### src/design/skm_pkg.sv
// Shared types and constants for the substring keyword match block.
// No dependencies.
package skm_pkg;

  localparam int MaxKeyword = 64;
  localparam int LenW       = $clog2(MaxKeyword + 1);
  localparam int IdxW       = (MaxKeyword > 1) ? $clog2(MaxKeyword) : 1;
  localparam int ByteW      = 8;

  typedef enum logic [1:0] {
    CMD_START = 2'd0,
    CMD_KEY   = 2'd1,
    CMD_TITLE = 2'd2,
    CMD_END   = 2'd3
  } cmd_e;

  // One item leaving the input register toward the match core.
  typedef struct packed {
    logic             fire;
    cmd_e             cmd;
    logic [ByteW-1:0] data;
  } beat_t;

endpackage

### src/design/skm_in_stage.sv
// Input register stage: holds one accepted beat and releases it to the core.
// Depends on skm_pkg.
module skm_in_stage (
  input  logic                     clk_i,
  input  logic                     rst_ni,
  input  logic                     in_valid_i,
  output logic                     in_ready_o,
  input  logic [1:0]               cmd_i,
  input  logic [skm_pkg::ByteW-1:0] data_byte_i,
  input  logic                     out_busy_i,
  output skm_pkg::beat_t           beat_o
);
  import skm_pkg::*;

  logic             valid_q;
  logic             valid_d;
  cmd_e             cmd_q;
  logic [ByteW-1:0] data_q;
  logic             advance;

  // An end-of-title beat needs a free result slot; all others always advance.
  assign advance    = valid_q && ((cmd_q != CMD_END) || !out_busy_i);
  assign in_ready_o = !valid_q || advance;

  always_comb begin
    valid_d = valid_q;
    if (in_ready_o) begin
      valid_d = in_valid_i;
    end
  end

  always_ff @(posedge clk_i or negedge rst_ni) begin
    if (!rst_ni) begin
      valid_q <= 1'b0;
    end else begin
      valid_q <= valid_d;
    end
  end

  always_ff @(posedge clk_i) begin
    if (in_ready_o && in_valid_i) begin
      cmd_q  <= cmd_e'(cmd_i);
      data_q <= data_byte_i;
    end
  end

  assign beat_o.fire = advance;
  assign beat_o.cmd  = cmd_q;
  assign beat_o.data = data_q;

endmodule

### src/design/skm_match_core.sv
// Keyword store, parallel byte compare and partial-match vector.
// Depends on skm_pkg.
module skm_match_core (
  input  logic           clk_i,
  input  logic           rst_ni,
  input  skm_pkg::beat_t beat_i,
  output logic           found_o
);
  import skm_pkg::*;

  logic [ByteW-1:0]      kw_store_q [MaxKeyword];
  logic [LenW-1:0]       kw_len_q, kw_len_d;
  logic                  overflow_q, overflow_d;
  logic [MaxKeyword-1:0] pm_q, pm_d;
  logic                  seen_q, seen_d;

  logic [MaxKeyword-1:0] eq;
  logic [MaxKeyword-1:0] pm_next;
  logic [LenW-1:0]       len_m1;
  logic                  has_room;
  logic                  hit;

  assign has_room = (kw_len_q < LenW'(MaxKeyword));
  assign len_m1   = kw_len_q - LenW'(1);

  // Per-lane compare; lanes past the keyword length never match.
  always_comb begin
    for (int j = 0; j < MaxKeyword; j++) begin
      eq[j] = (kw_store_q[j] == beat_i.data) && (LenW'(j) < kw_len_q);
    end
  end

  assign pm_next = {pm_q[MaxKeyword-2:0], 1'b1} & eq;
  assign hit     = (kw_len_q != '0) && pm_next[len_m1[IdxW-1:0]];

  always_comb begin
    if (overflow_q) begin
      found_o = 1'b0;
    end else if (kw_len_q == '0) begin
      found_o = 1'b1;
    end else begin
      found_o = seen_q;
    end
  end

  always_comb begin
    kw_len_d   = kw_len_q;
    overflow_d = overflow_q;
    pm_d       = pm_q;
    seen_d     = seen_q;
    if (beat_i.fire) begin
      case (beat_i.cmd)
        CMD_START: begin
          kw_len_d   = '0;
          overflow_d = 1'b0;
          pm_d       = '0;
          seen_d     = 1'b0;
        end
        CMD_KEY: begin
          if (has_room) begin
            kw_len_d = kw_len_q + LenW'(1);
          end else begin
            overflow_d = 1'b1;
          end
          pm_d   = '0;
          seen_d = 1'b0;
        end
        CMD_TITLE: begin
          pm_d   = pm_next;
          seen_d = seen_q | hit;
        end
        default: begin
          pm_d   = '0;
          seen_d = 1'b0;
        end
      endcase
    end
  end

  always_ff @(posedge clk_i or negedge rst_ni) begin
    if (!rst_ni) begin
      kw_len_q   <= '0;
      overflow_q <= 1'b0;
      pm_q       <= '0;
      seen_q     <= 1'b0;
    end else begin
      kw_len_q   <= kw_len_d;
      overflow_q <= overflow_d;
      pm_q       <= pm_d;
      seen_q     <= seen_d;
    end
  end

  always_ff @(posedge clk_i) begin
    if (beat_i.fire && (beat_i.cmd == CMD_KEY) && has_room) begin
      kw_store_q[kw_len_q[IdxW-1:0]] <= beat_i.data;
    end
  end

endmodule

### src/design/substring_keyword_match.sv
// Top level of the substring keyword match block: input stage, match core,
// result register. Depends on skm_pkg, skm_in_stage, skm_match_core.
//
//   channel | handshake                  | payload
//   --------+----------------------------+--------------------------
//   in      | in_valid_i / in_ready_o    | cmd_i[1:0], data_byte_i[7:0]
//   out     | out_valid_o / out_ready_i  | found_o
//
// One beat per cycle sustained. A beat sits in the input register,
// where the 64 lane compare and partial-match update run; an end-of-title
// beat then loads the result register, which drives found_o. Input readiness
// only drops when an end-of-title beat waits behind an untaken result. Reset
// clears the keyword length, overflow mark and match state at once; the store
// is never read past the loaded length.
module substring_keyword_match (
  input  logic                      clk_i,
  input  logic                      rst_ni,
  input  logic                      in_valid_i,
  output logic                      in_ready_o,
  input  logic [1:0]                cmd_i,
  input  logic [skm_pkg::ByteW-1:0] data_byte_i,
  output logic                      out_valid_o,
  input  logic                      out_ready_i,
  output logic                      found_o
);
  import skm_pkg::*;

  beat_t beat;
  logic  core_found;
  logic  out_valid_q, out_valid_d;
  logic  found_q;
  logic  out_busy;
  logic  load_result;

  // Result slot is busy while it holds a result that is not taken this cycle.
  assign out_busy    = out_valid_q && !out_ready_i;
  assign load_result = beat.fire && (beat.cmd == CMD_END);

  skm_in_stage u_in_stage (
    .clk_i       (clk_i),
    .rst_ni      (rst_ni),
    .in_valid_i  (in_valid_i),
    .in_ready_o  (in_ready_o),
    .cmd_i       (cmd_i),
    .data_byte_i (data_byte_i),
    .out_busy_i  (out_busy),
    .beat_o      (beat)
  );

  skm_match_core u_match_core (
    .clk_i   (clk_i),
    .rst_ni  (rst_ni),
    .beat_i  (beat),
    .found_o (core_found)
  );

  always_comb begin
    out_valid_d = out_valid_q;
    if (out_valid_q && out_ready_i) begin
      out_valid_d = 1'b0;
    end
    if (load_result) begin
      out_valid_d = 1'b1;
    end
  end

  always_ff @(posedge clk_i or negedge rst_ni) begin
    if (!rst_ni) begin
      out_valid_q <= 1'b0;
    end else begin
      out_valid_q <= out_valid_d;
    end
  end

  always_ff @(posedge clk_i) begin
    if (load_result) begin
      found_q <= core_found;
    end
  end

  assign out_valid_o = out_valid_q;
  assign found_o     = found_q;

endmodule

### config.mk
export PLATFORM = sky130hd
export DESIGN_NAME = substring_keyword_match
export DESIGN_NICKNAME = d
export VERILOG_FILES = /design/src/design/skm_pkg.sv /design/src/design/skm_in_stage.sv /design/src/design/skm_match_core.sv /design/src/design/substring_keyword_match.sv
export SDC_FILE = /design/constraint.sdc
export NUM_CORES = 1
export LEC_CHECK = 0
export BUFFER_PORTS_ARGS = -buffer_cell sky130_fd_sc_hd__clkbuf_2
export CORE_UTILIZATION = 32
export CTS_CLUSTER_DIAMETER = 150
export DETAILED_ROUTE_END_ITERATION = 8
export SYNTH_ARGS = -nofsm -noshare
export SYNTH_HDL_FRONTEND = slang
export SYNTH_SLANG_ARGS = --single-unit
### constraint.sdc
create_clock -name clk_i -period 8.2 [get_ports clk_i]
set_input_delay 0 -clock clk_i [delete_from_list [all_inputs] [get_ports clk_i]]
set_output_delay 0 -clock clk_i [all_outputs]
set_load 0.01 [all_outputs]
==> results by group <==
Global route
  – Total GRT Usage: 0.1495
  – Total global routing overflow: 0
  – First-pass GRT wire length: around 95000 µm
  – Largest net degree at the start of global routing: between 100 and 150
  – Vias in the first global route: around 15000
  – Initial antenna violation count: 0

Detailed routing
  – Detail Route Antenna Nets: 0
  – Vias: approximately 15000
  – Vias per cell: slightly above 5
  – DR DRC count: 0
  – Routed WL per cell: 20.82 µm
  – Total wire length: 61630 µm
  – DR pass1 iterations: 5
  – Starting DRT DRC Count: 1128

Placement
  – PortBufs: 16
  – Cells after DPL: approximately 2800
  – GPL Wtd Cong: 0.8514
  – DPL Wire Length: between 30000 and 40000 µm
  – Pre-CTS setup slack: 4462 ps

CTS
  – Clk root buf: clkbuf_16
  – Post-CTS Setup Inserts: 0
  – Clk_lat worst skew: 600 ps
  – Post-cts gate resize count: 0
  – Clock buffer depth: 3
  – Clk sinks: between 500 and 600
  – H-tree depth: 3
  – CTS Hold Bufs: 14
  – TritonCTS buffer count: 66
  – Clk slew on worst S/H paths: 60 ps
  – CTS tree: built

Worst setup path
  – Crit-path max FO: 23
  – Critical Path Sink Type: register
  – Data required time at the worst endpoint: 8740 ps
  – Worst R2R End: u_match_core.seen_q$_DFFE_PN0P_
  – Critical setup path kind: reg2reg
  – CP startpoint kind: register
  – R2R setup slack: roughly 4300 ps
  – Reg2Reg Depth: 9
  – Worst Path Arrival: 4460 ps
  – Reg2reg start: u_match_core.kw_len_q[6]$_DFFE_PN0P_

Timing
  – Final setup vio count: 0
  – Post-layout minimum cycle time: around 3900 ps
  – Fmax: 0.2555 GHz
  – Worst Tran Pin Value: ~1300 ps
  – Setup TNS: 0 ps
  – Fin crit share: 0.4774
  – Final Hold Fails: 0
  – Final Hold Slack: 88.61 ps
  – Setup WS post-layout: 4286 ps
  – Relative slew margins: 0.09419
  – Max-slew violations: 0
  – Worst Skew: 28.11 ps
  – RSZ-0062 raised after global routing: false

Yosys
  – YS warnings: 0
  – EDFF count, synth: around 520
  – Synth Instances: 1837
  – Synth cell types: between 60 and 70
  – Mapped Area: between 20000 and 30000 µm²
  – Syn Area/Cell: 14.33 µm²
  – Asr flop ratio synth: 0.1240
  – Top_reg_cell synth: edfxtp_1
  – Syn_nets: 1853
  – Flops & latches, synth: between 500 and 600
  – Register area share after synthesis: 0.6671

Die
  – Die ar.: roughly 83000 µm²
  – Row count: around 100
  – Die width: approximately 290 µm
  – Initial core utilization: 0.3252
  – Die height: 288.8 µm
  – Core ar.: just over 80000 µm²
  – Num ports: 17

Layout
  – Nets: around 1900
  – Antenna cell count: 0
  – Area grow syn2layout: 12.82%
  – Finished Layout Cells: roughly 3000
  – Proportion of layout cells with a drive suffix above 1: 0.07947

Power and ir drop
  – Leak Pwr: 9.147 nW
  – Max VDD drop: ~0.00016 V
  – PD cells: roughly 230 nW/µm²

Worst hold path
  – Min-delay src: out_ready_i
  – Worst min path class: in2reg
  – Hold path endpoint: out_valid_o$_DFFE_PN0P_
  – Hold path depth: 3

Status
  – Status: completed

Run
  – Max-cap violations: 0
[stage by stage]
| stage | util | instance area (µm²) | power (mW) |
|---|---|---|---|
| 2_1_floorplan | - | 26320 | 3.731 |
| 3_3_place_gp | 0.3392 | 27450 | 3.890 |
| 3_5_place_dp | 0.3392 | 27450 | 3.900 |
| 4_1_cts | 0.3669 | 29690 | 6.765 |
| 5_1_grt | 0.3669 | 29690 | 6.910 |
| 6_report | 0.3669 | 29690 | 6.703 |
[critical path: stages, from the launching register on]
cell	delay [ps]
dfrtp_1	660
buf_4	340
or2_1	580
o2111ai_1	330
nor3_1	680
a222oi_1	230
o22ai_1	190
nor2_1	60
a2111oi_0	540
o32a_1	230
[sequential cells by signal, indices dropped and copies added (netlist names)]
signal and count:
u_in_stage.data_q 8, u_match_core.kw_len_q 7, u_in_stage.valid_q 1, u_in_stage.cmd_q 2, u_match_core.overflow_q 1, u_match_core.kw_store_q 512, u_match_core.seen_q 1, u_match_core.pm_q 63
out_valid_o 1, found_o 1
[cell type report]
| cell class | instances | area, µm² |
|---|---|---|
| Clock buffer | 87 | 1803 |
| Multi-Input combinational cell | 1125 | 8187 |
| Sequential cell | 597 | 17560 |
| Timing Repair Buffer | 56 | 515.5 |
| Clock inverter | 30 | 285.3 |
| Fill cell | 7636 | 51250 |
| Tap cell | 1060 | 1326 |
| Inverter | 5 | 18.77 |
[placed cells by master (no fill, tap or decap), types with 5 or more instances in the layout]
master and n:
a21oi_1 17, a22o_1 50, a31oi_1 5, buf_12 8, buf_4 20, bufinv_16 5
clkbuf_1 16, clkbuf_16 68, clkbuf_2 15, clkinv_1 8, clkinv_2 15, dfrtp_1 74
dlygate4sd3_1 13, edfxtp_1 523, mux2i_1 6, nand2_1 65, nand2b_1 5, nand3_1 58
nand4_1 77, nor2_1 92, nor2b_1 5, nor3_1 44, nor4_1 38, o2111ai_1 13
o211ai_1 25, o21ai_0 23, or3_1 11, xnor2_1 424, xor2_1 94
[logic make-up after synthesis]
kind of cell	Yosys count	synth area share
adders and majority gates	2	0.0009507
buffers and inverters	115	0.02230
muxes	11	0.005277
AOI/OAI and AO/OA	174	0.05025
xor gates and xnor gates	518	0.1724
DFF	597	0.6671
and+or+nand+nor	420	0.08173
[cells in the mapped netlist, drive strengths merged (4+ instances only)]
master   number  area (µm²)
nor4         38       237.7
edfxtp      523       15710
nor3         44       220.2
clkbuf       31       116.4
dfrtp        74        1852
xnor2       424        3714
a22o         50       437.9
o211ai       26       200.2
and3          4       25.02
a31oi         5       31.28
o21ai        25       125.1
o31ai         4       30.03
inv           4       15.01
nand3        58       290.3
or3          11       68.82
buf          79       451.7
a21oi        17       85.08
nor2         92       345.3
a211oi        4       30.03
mux2i         6       60.06
nand2b        5       31.28
nand2        65       244.0
a21o          4       30.03
o2111ai      13       113.9
nand4        77       481.7
nor2b         5       31.28
xor2         94       823.3
[power breakdown]
group	internal, mW	leakage, nW	switching (mW)
Combinational	0.153	2.38	0.359
Sequential	3.32	5.74	0.0127
Clock	1.71	1.03	1.15
[routing by layer]
layer  wire, µm  GRT usage  vias up
met5          0          0        -
met4       1792    0.04947        0
met3       3647    0.03191      116
met2      28400     0.2354      475
met1      27790     0.2047     7621
li1           -          -     6771
[worst max-delay path by stage]
stage	start	endpoint	slack [ps]	cells after the start
global route	u_in_stage.valid_q$_DFFE_PN0N_	u_match_core.kw_store_q[30][5]$_DFFE_PP_	4180	5
global placement	u_match_core.kw_len_q[6]$_DFFE_PN0P_	u_match_core.seen_q$_DFFE_PN0P_	4440	9
detailed placement	u_match_core.kw_len_q[6]$_DFFE_PN0P_	u_match_core.seen_q$_DFFE_PN0P_	4460	9
floorplan	u_in_stage.data_q[6]$_DFFE_PP_	u_match_core.seen_q$_DFFE_PN0P_	4940	12
finish	u_match_core.kw_len_q[6]$_DFFE_PN0P_	u_match_core.seen_q$_DFFE_PN0P_	4290	9
CTS	u_match_core.kw_len_q[6]$_DFFE_PN0P_	u_match_core.seen_q$_DFFE_PN0P_	4420	9
Power figures use the tool's default switching activity.
